--- src/brb_pkg.sv ---
// ----------------------------------------------------------------------------
// brb_pkg
// shared opcodes, constants and controller/datapath interface structs
// ----------------------------------------------------------------------------
package brb_pkg;

    localparam int OP_W = 3;
    localparam int BYTE_W = 8;
    localparam int PAT_W = 32;

    localparam logic [OP_W-1:0] OP_PUSH_NEWEST = 3'd0;
    localparam logic [OP_W-1:0] OP_POP_OLDEST  = 3'd1;
    localparam logic [OP_W-1:0] OP_POP_BACK    = 3'd2;
    localparam logic [OP_W-1:0] OP_CLEAR       = 3'd3;
    localparam logic [OP_W-1:0] OP_PEEK_FRONT  = 3'd4;

    // byte returned by a pop or peek on an empty buffer
    localparam logic [BYTE_W-1:0] DOUT_EMPTY = 8'hFF;
    // number of newest bytes checked against the pattern
    localparam int LAST_N = 4;

    // controller to datapath
    typedef struct packed {
        logic accept;   // capture the incoming transaction
        logic exec;     // perform the operation, start checks
        logic rd_l4a;   // read the two oldest of the newest four
        logic rd_l4b;   // read the two newest
        logic rd_half;  // read one pair for the halves check
        logic ld_out;   // load the result register
    } t_cmd;

    // datapath to controller
    typedef struct packed {
        logic idx_done; // all pairs of the halves check issued
    } t_stat;

endpackage

--- src/byte_history_ring_buffer.sv ---
// ----------------------------------------------------------------------------
// byte_history_ring_buffer
// byte ring buffer that overwrites its oldest entry, with pattern and
// halves checks reported on every result
// ----------------------------------------------------------------------------
// one transaction at a time: an op is taken only while the sequencer is idle,
// and every op returns exactly one result. the time an op takes is set by
// the halves check, which walks the held bytes one pair per cycle through the
// two read ports of the byte store; the newest four bytes are read as two
// further pairs on the same ports. a new op may be accepted while the
// previous result still waits on a stalled output; the sequencer then holds
// the finished result in its finish state until the output register frees.
// the pattern register may only be written while no op is in flight. pops
// leave the byte in the store, and clear only resets pointers and count
// since bytes outside the held range are never read.
// ----------------------------------------------------------------------------
module byte_history_ring_buffer #(
    parameter int DEPTH = 64
) (
    input  logic                                i_clk,
    input  logic                                i_rst_n,
    // config transaction: pattern, oldest byte in bits 31:24
    input  logic                                i_cfg_we,
    input  logic [brb_pkg::PAT_W-1:0]           i_cfg_data,
    // input channel
    input  logic                                i_valid,
    output logic                                o_stall,
    input  logic [brb_pkg::OP_W-1:0]            i_op,
    input  logic [brb_pkg::BYTE_W-1:0]          i_data_in,
    // result channel
    output logic                                o_valid,
    input  logic                                i_stall,
    output logic [brb_pkg::BYTE_W-1:0]          o_data_out,
    output logic                                o_fault,
    output logic [$clog2(DEPTH+1)-1:0]          o_count,
    output logic                                o_last_four_match,
    output logic                                o_halves_equal
);

    brb_pkg::t_cmd  cmd;
    brb_pkg::t_stat stat;

    // sequencer: execute, two pattern reads, halves walk, drain, result load
    brb_ctrl u_ctrl (
        .i_clk   (i_clk),
        .i_rst_n (i_rst_n),
        .i_valid (i_valid),
        .o_stall (o_stall),
        .o_valid (o_valid),
        .i_stall (i_stall),
        .i_stat  (stat),
        .o_cmd   (cmd)
    );

    // store, pointers, compare stage and result register
    brb_dp #(
        .DEPTH (DEPTH)
    ) u_dp (
        .i_clk             (i_clk),
        .i_rst_n           (i_rst_n),
        .i_cmd             (cmd),
        .o_stat            (stat),
        .i_cfg_we          (i_cfg_we),
        .i_cfg_data        (i_cfg_data),
        .i_op              (i_op),
        .i_data_in         (i_data_in),
        .o_data_out        (o_data_out),
        .o_fault           (o_fault),
        .o_count           (o_count),
        .o_last_four_match (o_last_four_match),
        .o_halves_equal    (o_halves_equal)
    );

endmodule

--- src/brb_ctrl.sv ---
// ----------------------------------------------------------------------------
// brb_ctrl
// sequencer for one transaction: execute, pattern reads, halves walk, result
// ----------------------------------------------------------------------------
module brb_ctrl (
    input  logic           i_clk,
    input  logic           i_rst_n,
    input  logic           i_valid,
    output logic           o_stall,
    output logic           o_valid,
    input  logic           i_stall,
    input  brb_pkg::t_stat i_stat,
    output brb_pkg::t_cmd  o_cmd
);

    typedef enum logic [2:0] {
        S_IDLE,
        S_EXEC,
        S_L4A,
        S_L4B,
        S_HALF,
        S_DRAIN,
        S_FINISH
    } t_state;

    t_state r_state;
    t_state n_state;
    logic   r_out_valid;
    logic   n_out_valid;
    logic   out_free;

    assign out_free = !r_out_valid || !i_stall;

    always_comb begin
        o_cmd         = '0;
        o_cmd.accept  = (r_state == S_IDLE) && i_valid;
        o_cmd.exec    = (r_state == S_EXEC);
        o_cmd.rd_l4a  = (r_state == S_L4A);
        o_cmd.rd_l4b  = (r_state == S_L4B);
        o_cmd.rd_half = (r_state == S_HALF) && !i_stat.idx_done;
        o_cmd.ld_out  = (r_state == S_FINISH) && out_free;
    end

    always_comb begin
        n_state     = r_state;
        n_out_valid = r_out_valid && i_stall;
        case (r_state)
            S_IDLE: begin
                if (i_valid) begin
                    n_state = S_EXEC;
                end
            end
            S_EXEC:  n_state = S_L4A;
            S_L4A:   n_state = S_L4B;
            S_L4B:   n_state = S_HALF;
            S_HALF: begin
                if (i_stat.idx_done) begin
                    n_state = S_DRAIN;
                end
            end
            S_DRAIN: n_state = S_FINISH;
            S_FINISH: begin
                if (out_free) begin
                    n_state     = S_IDLE;
                    n_out_valid = 1'b1;
                end
            end
            default: n_state = S_IDLE;
        endcase
    end

    always_ff @(posedge i_clk) begin
        if (!i_rst_n) begin
            r_state     <= S_IDLE;
            r_out_valid <= 1'b0;
        end else begin
            r_state     <= n_state;
            r_out_valid <= n_out_valid;
        end
    end

    assign o_stall = (r_state != S_IDLE);
    assign o_valid = r_out_valid;

    // a result must never overwrite one still waiting downstream
    a_no_overwrite: assert property (@(posedge i_clk) disable iff (!i_rst_n)
        o_cmd.ld_out |-> !(r_out_valid && i_stall))
        else $error("result loaded over a pending result");

    // an accepted transaction is executed in the very next cycle
    a_accept_exec: assert property (@(posedge i_clk) disable iff (!i_rst_n)
        o_cmd.accept |=> o_cmd.exec)
        else $error("accepted transaction not executed");

    // a freshly loaded result is presented on the next cycle
    a_load_valid: assert property (@(posedge i_clk) disable iff (!i_rst_n)
        o_cmd.ld_out |=> o_valid)
        else $error("loaded result not presented");

endmodule

--- src/brb_dp.sv ---
// ----------------------------------------------------------------------------
// brb_dp
// byte store, pointers, count, pattern register, compare stage and result
// ----------------------------------------------------------------------------
module brb_dp #(
    parameter int DEPTH = 64
) (
    input  logic                                i_clk,
    input  logic                                i_rst_n,
    input  brb_pkg::t_cmd                       i_cmd,
    output brb_pkg::t_stat                      o_stat,
    input  logic                                i_cfg_we,
    input  logic [brb_pkg::PAT_W-1:0]           i_cfg_data,
    input  logic [brb_pkg::OP_W-1:0]            i_op,
    input  logic [brb_pkg::BYTE_W-1:0]          i_data_in,
    output logic [brb_pkg::BYTE_W-1:0]          o_data_out,
    output logic                                o_fault,
    output logic [$clog2(DEPTH+1)-1:0]          o_count,
    output logic                                o_last_four_match,
    output logic                                o_halves_equal
);

    localparam int PW = $clog2(DEPTH);
    localparam int CW = $clog2(DEPTH + 1);
    localparam logic [PW:0]   DEPTH_W = (PW+1)'(DEPTH);
    localparam logic [PW-1:0] LAST_P  = (PW)'(DEPTH - 1);
    localparam logic [CW-1:0] FULL_C  = (CW)'(DEPTH);
    localparam logic [PW:0]   L4_BASE = DEPTH_W - (PW+1)'(brb_pkg::LAST_N);

    typedef enum logic [2:0] {
        TAG_NONE,
        TAG_POP,
        TAG_L4A,
        TAG_L4B,
        TAG_HALF
    } t_tag;

    logic [brb_pkg::BYTE_W-1:0] r_mem [DEPTH];

    logic [brb_pkg::OP_W-1:0]   r_op;
    logic [brb_pkg::BYTE_W-1:0] r_din;
    logic [brb_pkg::PAT_W-1:0]  r_pattern;
    logic [PW-1:0]              r_front;
    logic [PW-1:0]              r_back;
    logic [CW-1:0]              r_count;
    logic [PW-1:0]              r_idx;
    t_tag                       r_tag;
    t_tag                       n_tag;
    logic [brb_pkg::BYTE_W-1:0] r_rd_a;
    logic [brb_pkg::BYTE_W-1:0] r_rd_b;
    logic                       r_l4_ok;
    logic                       r_half_ok;
    logic [brb_pkg::BYTE_W-1:0] r_dout;
    logic                       r_fault;

    logic [PW-1:0] addr_a;
    logic [PW-1:0] addr_b;
    logic [PW-1:0] front_p1;
    logic [PW-1:0] back_p1;
    logic [PW-1:0] back_m1;
    logic [CW-1:0] half;
    logic          empty;
    logic          rd_op;
    logic          mem_we;

    function automatic logic [PW-1:0] wrap_addr(input logic [PW:0] s);
        return (s >= DEPTH_W) ? (PW)'(s - DEPTH_W) : s[PW-1:0];
    endfunction

    assign front_p1 = (r_front == LAST_P) ? '0 : r_front + 1'b1;
    assign back_p1  = (r_back == LAST_P) ? '0 : r_back + 1'b1;
    assign back_m1  = (r_back == '0) ? LAST_P : r_back - 1'b1;
    assign half     = {1'b0, r_count[CW-1:1]};
    assign empty    = (r_count == '0);
    assign rd_op    = (r_op == brb_pkg::OP_POP_OLDEST) || (r_op == brb_pkg::OP_POP_BACK)
                   || (r_op == brb_pkg::OP_PEEK_FRONT);
    assign mem_we   = i_cmd.exec && (r_op == brb_pkg::OP_PUSH_NEWEST);

    assign o_stat.idx_done = ((CW)'(r_idx) >= half);

    // read address selection for the two read ports
    always_comb begin
        addr_a = r_front;
        addr_b = r_front;
        if (i_cmd.exec) begin
            addr_a = (r_op == brb_pkg::OP_POP_BACK) ? back_m1 : r_front;
        end else if (i_cmd.rd_l4a) begin
            addr_a = wrap_addr({1'b0, r_back} + L4_BASE);
            addr_b = wrap_addr({1'b0, r_back} + L4_BASE + (PW+1)'(1));
        end else if (i_cmd.rd_l4b) begin
            addr_a = wrap_addr({1'b0, r_back} + L4_BASE + (PW+1)'(2));
            addr_b = wrap_addr({1'b0, r_back} + L4_BASE + (PW+1)'(3));
        end else begin
            addr_a = wrap_addr({1'b0, r_front} + {1'b0, r_idx});
            addr_b = wrap_addr({1'b0, r_front} + {1'b0, r_idx} + (PW+1)'(half));
        end
    end

    always_comb begin
        n_tag = TAG_NONE;
        if (i_cmd.exec && rd_op && !empty) begin
            n_tag = TAG_POP;
        end else if (i_cmd.rd_l4a) begin
            n_tag = TAG_L4A;
        end else if (i_cmd.rd_l4b) begin
            n_tag = TAG_L4B;
        end else if (i_cmd.rd_half) begin
            n_tag = TAG_HALF;
        end
    end

    // byte store
    always_ff @(posedge i_clk) begin
        if (mem_we) begin
            r_mem[r_back] <= r_din;
        end
        r_rd_a <= r_mem[addr_a];
        r_rd_b <= r_mem[addr_b];
    end

    // captured transaction
    always_ff @(posedge i_clk) begin
        if (i_cmd.accept) begin
            r_op  <= i_op;
            r_din <= i_data_in;
        end
    end

    // pattern register
    always_ff @(posedge i_clk) begin
        if (!i_rst_n) begin
            r_pattern <= '0;
        end else if (i_cfg_we) begin
            r_pattern <= i_cfg_data;
        end
    end

    // pointers, count and walk index
    always_ff @(posedge i_clk) begin
        if (!i_rst_n) begin
            r_front <= '0;
            r_back  <= '0;
            r_count <= '0;
            r_idx   <= '0;
            r_tag   <= TAG_NONE;
        end else begin
            r_tag <= n_tag;
            if (i_cmd.exec) begin
                r_idx <= '0;
                case (r_op)
                    brb_pkg::OP_PUSH_NEWEST: begin
                        if (r_count == FULL_C) begin
                            r_front <= front_p1;
                        end else begin
                            r_count <= r_count + 1'b1;
                        end
                        r_back <= back_p1;
                    end
                    brb_pkg::OP_POP_OLDEST: begin
                        if (!empty) begin
                            r_front <= front_p1;
                            r_count <= r_count - 1'b1;
                        end
                    end
                    brb_pkg::OP_POP_BACK: begin
                        if (!empty) begin
                            r_back  <= back_m1;
                            r_count <= r_count - 1'b1;
                        end
                    end
                    brb_pkg::OP_CLEAR: begin
                        r_front <= '0;
                        r_back  <= '0;
                        r_count <= '0;
                    end
                    default: begin
                    end
                endcase
            end else if (i_cmd.rd_half) begin
                r_idx <= r_idx + 1'b1;
            end
        end
    end

    // compare stage, working on the registered reads of the cycle before
    always_ff @(posedge i_clk) begin
        if (i_cmd.exec) begin
            r_l4_ok   <= 1'b1;
            r_half_ok <= 1'b1;
            r_fault   <= rd_op && empty;
            r_dout    <= (rd_op && empty) ? brb_pkg::DOUT_EMPTY : '0;
        end else begin
            case (r_tag)
                TAG_POP: r_dout <= r_rd_a;
                TAG_L4A: begin
                    if (r_rd_a != r_pattern[31:24] || r_rd_b != r_pattern[23:16]) begin
                        r_l4_ok <= 1'b0;
                    end
                end
                TAG_L4B: begin
                    if (r_rd_a != r_pattern[15:8] || r_rd_b != r_pattern[7:0]) begin
                        r_l4_ok <= 1'b0;
                    end
                end
                TAG_HALF: begin
                    if (r_rd_a != r_rd_b) begin
                        r_half_ok <= 1'b0;
                    end
                end
                default: begin
                end
            endcase
        end
    end

    // result register
    always_ff @(posedge i_clk) begin
        if (i_cmd.ld_out) begin
            o_data_out        <= r_dout;
            o_fault           <= r_fault;
            o_count           <= r_count;
            o_last_four_match <= r_l4_ok && (r_count >= (CW)'(brb_pkg::LAST_N));
            o_halves_equal    <= r_half_ok;
        end
    end

    a_count_range: assert property (@(posedge i_clk) disable iff (!i_rst_n)
        r_count <= FULL_C)
        else $error("count beyond depth");

    // back pointer always sits count entries past the front
    a_ptr_consistent: assert property (@(posedge i_clk) disable iff (!i_rst_n)
        wrap_addr({1'b0, r_front} + (PW+1)'(r_count)) == r_back)
        else $error("pointers and count disagree");

    a_walk_bound: assert property (@(posedge i_clk) disable iff (!i_rst_n)
        i_cmd.rd_half |-> ((CW)'(r_idx) < half))
        else $error("halves walk past the half point");

endmodule

--- config.mk ---
export PLATFORM = sky130hd
export DESIGN_NAME = byte_history_ring_buffer
export DESIGN_NICKNAME = d
export VERILOG_FILES = /design/src/brb_pkg.sv /design/src/byte_history_ring_buffer.sv /design/src/brb_ctrl.sv /design/src/brb_dp.sv
export SDC_FILE = /design/constraint.sdc
export NUM_CORES = 1
export LEC_CHECK = 0
export BUFFER_PORTS_ARGS = -buffer_cell sky130_fd_sc_hd__buf_2
export CAP_MARGIN = 10
export CORE_ASPECT_RATIO = 1.4
export CORE_MARGIN = 4
export CORE_UTILIZATION = 60
export DETAILED_ROUTE_END_ITERATION = 8
export PLACE_DENSITY = 0.83
export SLEW_MARGIN = 20
export SYNTH_ARGS = -nofsm -noshare
export SYNTH_HDL_FRONTEND = slang
export SYNTH_SLANG_ARGS = --single-unit
--- constraint.sdc ---
create_clock -name i_clk -period 11.1 [get_ports i_clk]
set_input_delay 0.555 -clock i_clk [delete_from_list [all_inputs] [get_ports i_clk]]
set_output_delay 0.555 -clock i_clk [all_outputs]
set_load 0.05 [all_outputs]
== After elaboration in Yosys (flattened, before gate mapping) ==
Memories as Yosys holds them, arrays and structs flattened. A register that Yosys moved wholly into a read port is not among the register bits.
Cells that the tools add are included.
Widths: inputs -> output; s select.

* Equality and inequality tests: 32
* Bitwise gates (word level): 1
* Magnitude comparators: 8
* Add/subtract/negate cells: 18
* Reductions and logical operators: 38
* Muxes and demuxes: 42

{| class="wikitable"
|+ Operator list
! kind !! number
|-
| $mux 6 || 19
|-
| $ge 7x7->1 const B || 6
|-
| $sub 6x1->6 const B || 7
|-
| $ne 8x8->1 || 5
|-
| $pmux 6 s3 || 2
|-
| $mux 8 || 3
|-
| $pmux 3 s7 || 1
|-
| $pmux 7 s3 || 1
|-
| $add 6x1->6 const B || 3
|-
| $eq 3x2->1 const B || 6
|-
| $eq 3x3->1 const B || 5
|-
| $add 7x1->7 const B || 2
|-
| $add 7x2->7 const B || 2
|-
| $mux 7 || 2
|-
| $eq 6x6->1 const B || 2
|-
| $mux 3 || 4
|-
| $ne 2x2->1 const B || 6
|-
| $reduce_bool 3->1 || 4
|-
| $eq 3x1->1 const B || 3
|-
| $logic_and 1x1->1 || 9
|-
| $reduce_and 3->1 || 3
|-
| $ne 2x1->1 const B || 4
|-
| $reduce_and 4->1 || 2
|-
| $add 6x6->7 || 1
|-
| 19 further kinds || 37
|}

* Output and inout port bits: 20
* Memory bits (writable): 512
* Memories kept: 1
* Input bits: 48
* Flip-flop bits (word level): 104
* Logic and storage cells: 161

{| class="wikitable"
|+ Memories
! memory !! depth !! width !! rd ports !! clocked after Yosys merged registers in !! wr ports !! RTL line !! text
|-
| u_dp.r_mem || 64 || 8 || 2 || 2 || 1 || brb_dp.sv:38 || <nowiki>logic [brb_pkg::BYTE_W-1:0] r_mem [DEPTH];</nowiki>
|}

== Logic depth before layout (Yosys ltp) ==
Gate-level depths: netlist (run 1).

* Depth after elaboration: 7
* Mapped depth: 15
* Depth with buffers taken out: 14

== By module ==
Synthesis (run 1) repeated with hierarchy kept, for this count alone.

* Cells, all modules: 2,858
* Area total of the unflattened synthesis: 31,951.9 sq um

{| class="wikitable"
|+ Modules (own cells, without submodules)
! module !! area an instance (sq um) !! instances !! cells an instance !! seq. area each (sq um)
|-
| brb_dp || 31,682.9 || 1 || 2,830 || 18,077.3
|-
| brb_ctrl || 269.0 || 1 || 28 || 80.1
|}

== Least setup slack after synthesis (run 1) ==
OpenSTA, ideal clock, no wires.

* Path kind: reg-to-reg
* Start: reg u_dp.r_front[0]
* End: reg u_dp.r_rd_b[0] (netlist name) (read register of u_dp.r_mem)
* Setup time: 0.137 ns
* Path buffers: 2
* Period minus slack after synthesis: 3.458 ns
* Cell stages (with the launch flop): 15
* Arrival time: 3.321 ns
* Slack: 7.642 ns
* Cells stage by stage: dfxtp_1 ha_1 inv_1 fa_1 inv_1 fa_1 a32oi_1 nand3_1 buf_2 buf_1 mux4_2 mux2i_1 mux2i_1 mux2i_1 mux2i_1

* Cells in the longest elaborated chain, start to end: 7

{| class="wikitable"
|+ Ends and longest elaborated chain
! item !! RTL line !! text
|-
| start: declaration || brb_dp.sv:43 || <nowiki>logic [PW-1:0] r_front;</nowiki>
|-
| start signal: assignment || brb_dp.sv:153 || <nowiki>r_front <= front_p1;</nowiki>
|-
| start signal: assignment || brb_dp.sv:161 || <nowiki>r_front <= front_p1;</nowiki>
|-
| $add 6x6->7 || brb_dp.sv:95 || <nowiki>addr_b = wrap_addr({1'b0, r_front} + {1'b0, r_idx} + (PW+1)'(half));</nowiki>
|-
| $add 7x6->7 || brb_dp.sv:95 ||
|-
| $sub 6x1->6 / $ge 7x7->1 (equally long branches) || brb_dp.sv:67 || <nowiki>return (s >= DEPTH_W) ? (PW)'(s - DEPTH_W) : s[PW-1:0];</nowiki>
|-
| $mux 6 || brb_dp.sv:67 ||
|-
| $mux 6 || brb_dp.sv:90 || <nowiki>end else if (i_cmd.rd_l4b) begin</nowiki>
|-
| $mux 6 || brb_dp.sv:87 || <nowiki>end else if (i_cmd.rd_l4a) begin</nowiki>
|-
| $mux 6 * || brb_dp.sv:85 || <nowiki>if (i_cmd.exec) begin</nowiki>
|-
| end: declaration || brb_dp.sv:50 || <nowiki>logic [brb_pkg::BYTE_W-1:0] r_rd_b;</nowiki>
|}

Every way passes the cells marked *; elsewhere a longest branch is shown, timed or not.
A chain may end at the register's enable or synchronous reset.

== Worst setup path after layout (run 1) ==
* Start: reg u_ctrl.r_state[0]
* End: reg u_dp.r_rd_b[2] (netlist name) (read register of u_dp.r_mem)

* Cells in the longest elaborated chain, start to end: 4

{| class="wikitable"
|+ Ends and longest elaborated chain
! item !! RTL line !! text
|-
| start: declaration || brb_ctrl.sv:26 || <nowiki>t_state r_state;</nowiki>
|-
| start signal: assignment || brb_ctrl.sv:77 || <nowiki>r_state <= n_state;</nowiki>
|-
| $eq 3x2->1 || brb_ctrl.sv:39 || <nowiki>o_cmd.rd_l4b = (r_state == S_L4B);</nowiki>
|-
| $mux 6 || brb_dp.sv:90 ||
|-
| $mux 6 || brb_dp.sv:87 ||
|-
| $mux 6 * || brb_dp.sv:85 ||
|}

Marks and branches as above.

==> impl_metrics.json, run 1 <==
{
  "hold_path.startpoint": "i_data_in[2]",
  "cp.required_ns": 11.54,
  "tns_ns": 0,
  "synth-seq-cells": 632,
  "grt_overflow": 0,
  "cp_num_cells": 10,
  "endpoint_kind": "flop",
  "slowest_delay_ns": 0.79,
  "hold_path_end": "u_dp.r_din[2]$_DFFE_PP_",
  "via_count": 21100,
  "pwr-share-comb": 0.161,
  "regToRegEndpoint": "u_dp.r_rd_b[2]$_DFF_P_",
  "crit_buf_inv": 2,
  "outcome": "finished, final reports clean",
  "postRouteAntennaNets": 0,
  "cts_htree_levels": 2,
  "syn-num-nets": 2361,
  "p_clk_frac": 0.362,
  "max_slew_margin": 0.174,
  "cp.arrival_ns": 5.83,
  "drt_wl_total_mm": 87.5,
  "initial_core_util": 0.605,
  "track_usage": 0.303,
  "yosysWarnings": 0,
  "p_int_w": 0.00421,
  "root_buffer": "clkbuf_16",
  "grt_pass1_vias": 20900,
  "drt-wirelength-per-cell_um": 29.2,
  "ios": 68,
  "irDropWorstVdd_mv": 0.122,
  "fp.dieW_um": 202,
  "slowest_stage": "buf_4",
  "synth_top_family_by_area": "multiplexers",
  "start_kind": "flop",
  "worstHoldPathType": "primary input to flop",
  "syn_inst": 2277,
  "worstPathCellList": "nor2b_1 > a22oi_1 > o22ai_4 > buf_4 > buf_4 > mux4_2 > mux2i_1 > mux2i_1 > mux2i_1 > mux2i_1",
  "synth_top_area_frac": 0.525,
  "crit_family": "multiplexers",
  "cts_inserted_buffers": 55,
  "postCtsSetupRepairBufs": 0,
  "grt.met2_usage": 0.502,
  "synth_compound_area_frac": 0.0498,
  "r2r_slack_ns": 5.72,
  "synth_flop_cell": "edfxtp_1",
  "rsz0062_at_grt": "false",
  "grt_max_degree": 121,
  "async_flop_share": 0,
  "post-synth-top-area-cell": "edfxtp_1",
  "most-common-layout-cells": "550 x edfxtp_1, 386 x mux2i_1, 253 x nand2_1",
  "timing.rr.start": "u_ctrl.r_state[0]$_SDFFE_PN0P_",
  "synth-edff-count": 550,
  "cpMostUsedCell": "mux2i_1",
  "place_hpwl_mm": 56.8,
  "use_met1": 0.362,
  "period_needed_ns": 5.38,
  "grt_antenna_before_repair": 0,
  "cts_hold_buf": 0,
  "clockBufferDepth": 3,
  "place.gp.congestion": 0.950,
  "die_area_mm2": 0.0562,
  "yosys.area_share.simple": 0.0952,
  "rows": 99,
  "slew_violations": 0,
  "syn_area_per_cell_um2": 13.8,
  "final_common_cell": "edfxtp_1",
  "drive_above_1_share": 0.159,
  "max_freq_ghz": 0.186,
  "final_hold_viol_count": 0,
  "nFillCells": 3512,
  "pwr_density_cell_mw_per_mm2": 167,
  "pwr-share-seq": 0.477,
  "whs_path_depth": 1,
  "ys_seq_area_frac": 0.577,
  "busiest_layer": "met2",
  "port_buffers": 67,
  "final_core_util": 0.658,
  "switching_share": 0.265,
  "remaining_drc_errors": 0,
  "synth.area.mux_share": 0.216,
  "synthTopCellsByArea": "edfxtp_1 52%, mux2i_1 12%, mux4_2 8.9%, dfxtp_1 5.2%, nand2_1 3.0%",
  "p_sw_w": 0.00152,
  "routed_via_density": 7.05,
  "fin_skew_ns": 0.0145,
  "setup_viol": 0,
  "p_leak_nw": 11.7,
  "final.period_utilization": 0.485,
  "worstSetupPathType": "flop to flop",
  "grtUsageMet3": 0.0630,
  "tritoncts": "yes",
  "cts_num_sinks": 632,
  "r2r_cells": 10,
  "core_mm2": 0.0520,
  "drv_cap": 0,
  "nNetsFinal": 2374,
  "clk_pin_slew_ns": 0.07,
  "cts.repair.resized": 0,
  "first_pass_iters": 7,
  "synthToLayoutAreaGrowth_pct": 8.77,
  "holdWs_ns": 0.129,
  "clk_latency_ns": 0.60,
  "drt-initial-drc-count": 2964,
  "synth_cell_types": 88,
  "die_y_um": 279,
  "grt_pass1_wl_mm": 130,
  "synthAdderAreaFrac": 0.0150,
  "syn-cell-area_mm2": 0.0315,
  "cp_max_fo": 41,
  "synth_xor_area_frac": 0.0192,
  "worst_pin_slew_ns": 1.23
}
## state kept, by name, indices dropped and copies added, names as in the netlist
name / count
u_dp.r_din: 8
u_dp.o_fault: 1
u_dp.r_idx: 6
u_ctrl.r_state: 3
u_dp.o_count: 7
u_dp.r_dout: 8
u_dp.r_rd_a: 8
u_dp.r_pattern: 32
u_dp.o_halves_equal: 1
u_dp.o_last_four_match: 1
u_dp.r_rd_b: 8
u_dp.r_l4_ok: 1
u_dp.r_back: 6
u_dp.r_op: 3
u_dp.o_data_out: 8
u_dp.r_front: 6
u_dp.r_mem: 512
u_dp.r_count: 7
u_dp.r_tag: 3
u_dp.r_half_ok: 1
u_ctrl.o_valid: 1
u_dp.r_fault: 1
## area by class of cell
cell class                 instances  area (um^2)  area share
tap                              656          821      0.0240
antenna                            1         2.50   0.0000731
multi-input combinational       1474        12600       0.368
timing repair buffer              98          581      0.0170
sequential                       632        18200       0.531
clock inverter                    40          478      0.0140
clock buffer                      63         1480      0.0433
inverter                          29          116     0.00340
## metrics by stage
step	total power, W	cell area (um^2)	std cells	setup slack, ns
4_1_cts	0.00572	34200	2992	5.74
6_report	0.00572	34200	2993	5.72
2_1_floorplan	0.00339	31500	2277	7.64
5_1_grt	0.00587	34200	2992	5.38
3_3_place_gp	0.00366	32200	2889	5.81
3_5_place_dp	0.00368	32200	2889	5.73
## power by group through the flow
stage               logic, W  registers [W]  clock network [W]
floorplan           0.000631        0.00276                  0
global placement    0.000877        0.00278                  0
detailed placement  0.000897        0.00278                  0
CTS                 0.000904        0.00273            0.00208
global route        0.000969        0.00273            0.00217
finish              0.000920        0.00273            0.00207
## cell families (layout without fill, tap and decap cells)
logic type                 count (synthesis)  after routing
muxes                                    523            523
AOI/OAI and AO/OA                        216            216
and+or+nand+nor                          631            631
other                                      0              1
xor gates and xnor gates                  68             68
DFF                                      632            632
adders and majority gates                 36             36
buffers and inverters                    171            230
## how the worst max path moves through the flow
stage,endpoint,start
4_1_cts,u_dp.r_rd_b[2]$_DFF_P_,u_ctrl.r_state[0]$_SDFFE_PN0P_
5_1_grt,u_dp.r_rd_b[2]$_DFF_P_,u_ctrl.r_state[0]$_SDFFE_PN0P_
3_5_place_dp,u_dp.r_rd_b[2]$_DFF_P_,u_ctrl.r_state[0]$_SDFFE_PN0P_
3_3_place_gp,u_dp.r_rd_b[2]$_DFF_P_,u_ctrl.r_state[0]$_SDFFE_PN0P_
2_1_floorplan,u_dp.r_rd_b[0]$_DFF_P_,u_dp.r_front[0]$_SDFFE_PN0P_
6_report,u_dp.r_rd_b[2]$_DFF_P_,u_ctrl.r_state[0]$_SDFFE_PN0P_
## Yosys cell counts (8+ instances only)
| master | instances |
|---|---|
| a21oi_1 | 35 |
| ha_1 | 33 |
| nor3_1 | 17 |
| nor2_1 | 99 |
| nand4_1 | 25 |
| buf_1 | 11 |
| nand2_1 | 253 |
| clkbuf_1 | 36 |
| and2_1 | 11 |
| a21o_1 | 10 |
| edfxtp_1 | 550 |
| mux2_2 | 12 |
| nand3_1 | 104 |
| a211oi_1 | 10 |
| o21ai_0 | 25 |
| or4_1 | 10 |
| xor2_1 | 37 |
| a32o_1 | 8 |
| xnor2_1 | 30 |
| a32oi_1 | 12 |
| o22ai_1 | 25 |
| inv_1 | 28 |
| dfxtp_1 | 82 |
| nor2b_1 | 52 |
| mux4_2 | 124 |
| buf_2 | 74 |
| nor4_1 | 10 |
| buf_4 | 10 |
| a21boi_0 | 10 |
| mux2i_1 | 387 |
## routing by layer
metal  routed length [um]  up-vias
met4                 6720        0
met5                    0        -
met2                42100     1514
met1                30000    10400
met3                 8750      375
li1                     -     8799
No activity file was read; power rests on OpenSTA's default activity.
==> inputs of run 2 (changes only) <==
clock period = 5.53 ns   (was 11.1 ns; I/O delays follow)
==> run 2 against run 1 <==
Net effect: clock skew grew 0.0037 ns; final area grew 1.7%; maximum frequency grew 10%; clock power grew 99%; global-route usage shrank 0.29 points; largest power group unchanged; critical endpoint unchanged; sequential power grew 100%; via count shrank 0.47%; utilization grew 1.1 points; count of clock-buffer cells in the layout grew 3; register-to-register slack lost 5.1 ns; highest routed layer unchanged; combinational power grew 110%.
==> impl_metrics.json, run 2 (synthesis results as in run 1) <==
{
  "most-common-layout-cells": "550 x edfxtp_1, 386 x mux2i_1, 253 x nand2_1",
  "final_hold_viol_count": 0,
  "crit_start": "u_dp.r_front[0]$_SDFFE_PN0P_",
  "holdWs_ns": 0.190,
  "rows": 99,
  "tritoncts": "yes",
  "fp.dieW_um": 202,
  "cts.repair.resized": 0,
  "max_freq_ghz": 0.204,
  "postCtsSetupRepairBufs": 0,
  "irDropWorstVdd_mv": 0.204,
  "switching_share": 0.266,
  "clk_pin_slew_ns": 0.06,
  "ios": 68,
  "p_int_w": 0.00844,
  "clk_latency_ns": 0.61,
  "via_count": 21000,
  "diodes": 0,
  "final_common_cell": "edfxtp_1",
  "p_clk_frac": 0.358,
  "reg_top3": "u_dp.r_mem: 512 flops, u_dp.r_pattern: 32 flops",
  "worstHoldPathType": "primary input to flop",
  "worst_pin_slew_ns": 1.23,
  "cts_inserted_buffers": 57,
  "worstSetupPathType": "flop to flop",
  "fin_skew_ns": 0.0182,
  "rsz0062_at_grt": "false",
  "grt_max_degree": 101,
  "core_mm2": 0.0520,
  "grt_overflow": 0,
  "port_buffers": 67,
  "grt_pass1_vias": 21300,
  "r2r_cells": 13,
  "endpoint_kind": "flop",
  "cp_max_fo": 100,
  "max_slew_margin": 0.176,
  "largest-register": "u_dp.r_mem",
  "die_area_mm2": 0.0562,
  "clockBufferDepth": 3,
  "postRouteAntennaNets": 0,
  "tns_ns": 0,
  "first_pass_iters": 8,
  "largest_register_ffs": 512,
  "fin_ws_ns": 0.637,
  "r2r_slack_ns": 0.64,
  "initial_core_util": 0.605,
  "cp.required_ns": 5.99,
  "setup.worst_path.end": "u_dp.r_rd_b[2]$_DFF_P_",
  "start_kind": "flop",
  "regToRegEndpoint": "u_dp.r_rd_b[2]$_DFF_P_",
  "routed_via_density": 6.87,
  "pwr_density_cell_mw_per_mm2": 330,
  "drv_cap": 0,
  "drt_wl_total_mm": 86.3,
  "pwr-share-comb": 0.165,
  "cts_num_sinks": 632,
  "final_core_util": 0.669,
  "place.gp.congestion": 0.966,
  "cts_hold_buf": 44,
  "drt-wirelength-per-cell_um": 28.2,
  "root_buffer": "clkbuf_16",
  "synthToLayoutAreaGrowth_pct": 10.6,
  "grt_pass1_wl_mm": 129,
  "drive_above_1_share": 0.154,
  "die_y_um": 279,
  "setup_viol": 0,
  "grt_antenna_before_repair": 0,
  "final.period_utilization": 0.885,
  "cp.arrival_ns": 5.35,
  "outcome": "finished, final reports clean",
  "period_needed_ns": 4.89,
  "dpl_worst_slack_ns": 0.824,
  "pwr-share-seq": 0.477,
  "slew_violations": 0,
  "timing.rr.start": "u_dp.r_front[0]$_SDFFE_PN0P_",
  "p_leak_nw": 12.0,
  "drt-initial-drc-count": 2987,
  "track_usage": 0.300,
  "p_sw_w": 0.00306,
  "cts_htree_levels": 2,
  "place_hpwl_mm": 55.9,
  "nNetsFinal": 2437,
  "remaining_drc_errors": 0
}
run 2: cell types whose count changed in the layout (fill, tap and decap cells not counted), moves of 4 or more:
cell and change:
dlygate4sd3_1 +44, buf_12 +8, buf_4 +9, nor2_2 -10, clkbuf_1 +4, nor2_1 +12
run 2: layout make-up:
cell class	count	area, um^2
Multi-Input combinational cell	1474	12500
Clock buffer	66	1480
Fill cell	3346	17200
Sequential cell	632	18200
Inverter	29	116
Timing Repair Buffer	159	1250
Clock inverter	41	455
Tap cell	656	821
run 2: stage by stage:
step | cells | area, um^2 | power [W]
after floorplan | 2277 | 31500 | 0.00680
after global placement | 2906 | 32400 | 0.00736
after detailed placement | 2906 | 32400 | 0.00739
after CTS | 3057 | 34800 | 0.0115
after global routing | 3057 | 34800 | 0.0118
final | 3057 | 34800 | 0.0115
run 2: per-layer routing:
| layer | part of all wire | wire (um) | vias up | global-route usage |
|---|---|---|---|---|
| li1 | - | - | 8938 | - |
| met1 | 0.34 | 29000 | 10300 | 0.353 |
| met2 | 0.49 | 42200 | 1433 | 0.508 |
| met3 | 0.096 | 8290 | 371 | 0.0558 |
| met4 | 0.079 | 6850 | 0 | 0.192 |
| met5 | 0 | 0 | - | 0 |
run 2: worst max-delay path, cell delays in order, from the launching register on:
cell and delay, ns:
dfxtp_1 0.44, ha_1 0.22, inv_1 0.06, fa_1 0.51, inv_1 0.08, fa_1 0.49, a32oi_1 0.43, nand3_4 0.57
buf_12 0.49, mux4_2 0.38, mux2i_1 0.29, mux2i_1 0.12, mux2i_1 0.44, mux2i_1 0.13
run 2: worst min-delay path by stage:
stage,start,slack (ns),cells after the start,end
after global routing,i_valid,0.23,4,u_ctrl.r_state[0]$_SDFFE_PN0P_
after global placement,u_dp.r_dout[7]$_DFFE_PP_,0.40,0,u_dp.o_data_out[7]$_DFFE_PP_
after CTS,i_valid,0.16,4,u_ctrl.r_state[0]$_SDFFE_PN0P_
after floorplan,i_data_in[0],0.38,0,u_dp.r_din[0]$_DFFE_PP_
after detailed placement,u_dp.r_dout[5]$_DFFE_PP_,0.41,0,u_dp.o_data_out[5]$_DFFE_PP_
final,i_valid,0.19,4,u_ctrl.r_state[0]$_SDFFE_PN0P_
run 2: power by group through the flow:
stage          registers [W]  clock network, W  logic, W
2_1_floorplan        0.00553                 0   0.00127
3_3_place_gp         0.00558                 0   0.00178
3_5_place_dp         0.00558                 0   0.00181
4_1_cts              0.00548           0.00412   0.00186
5_1_grt              0.00549           0.00432   0.00198
6_report             0.00549           0.00411   0.00190
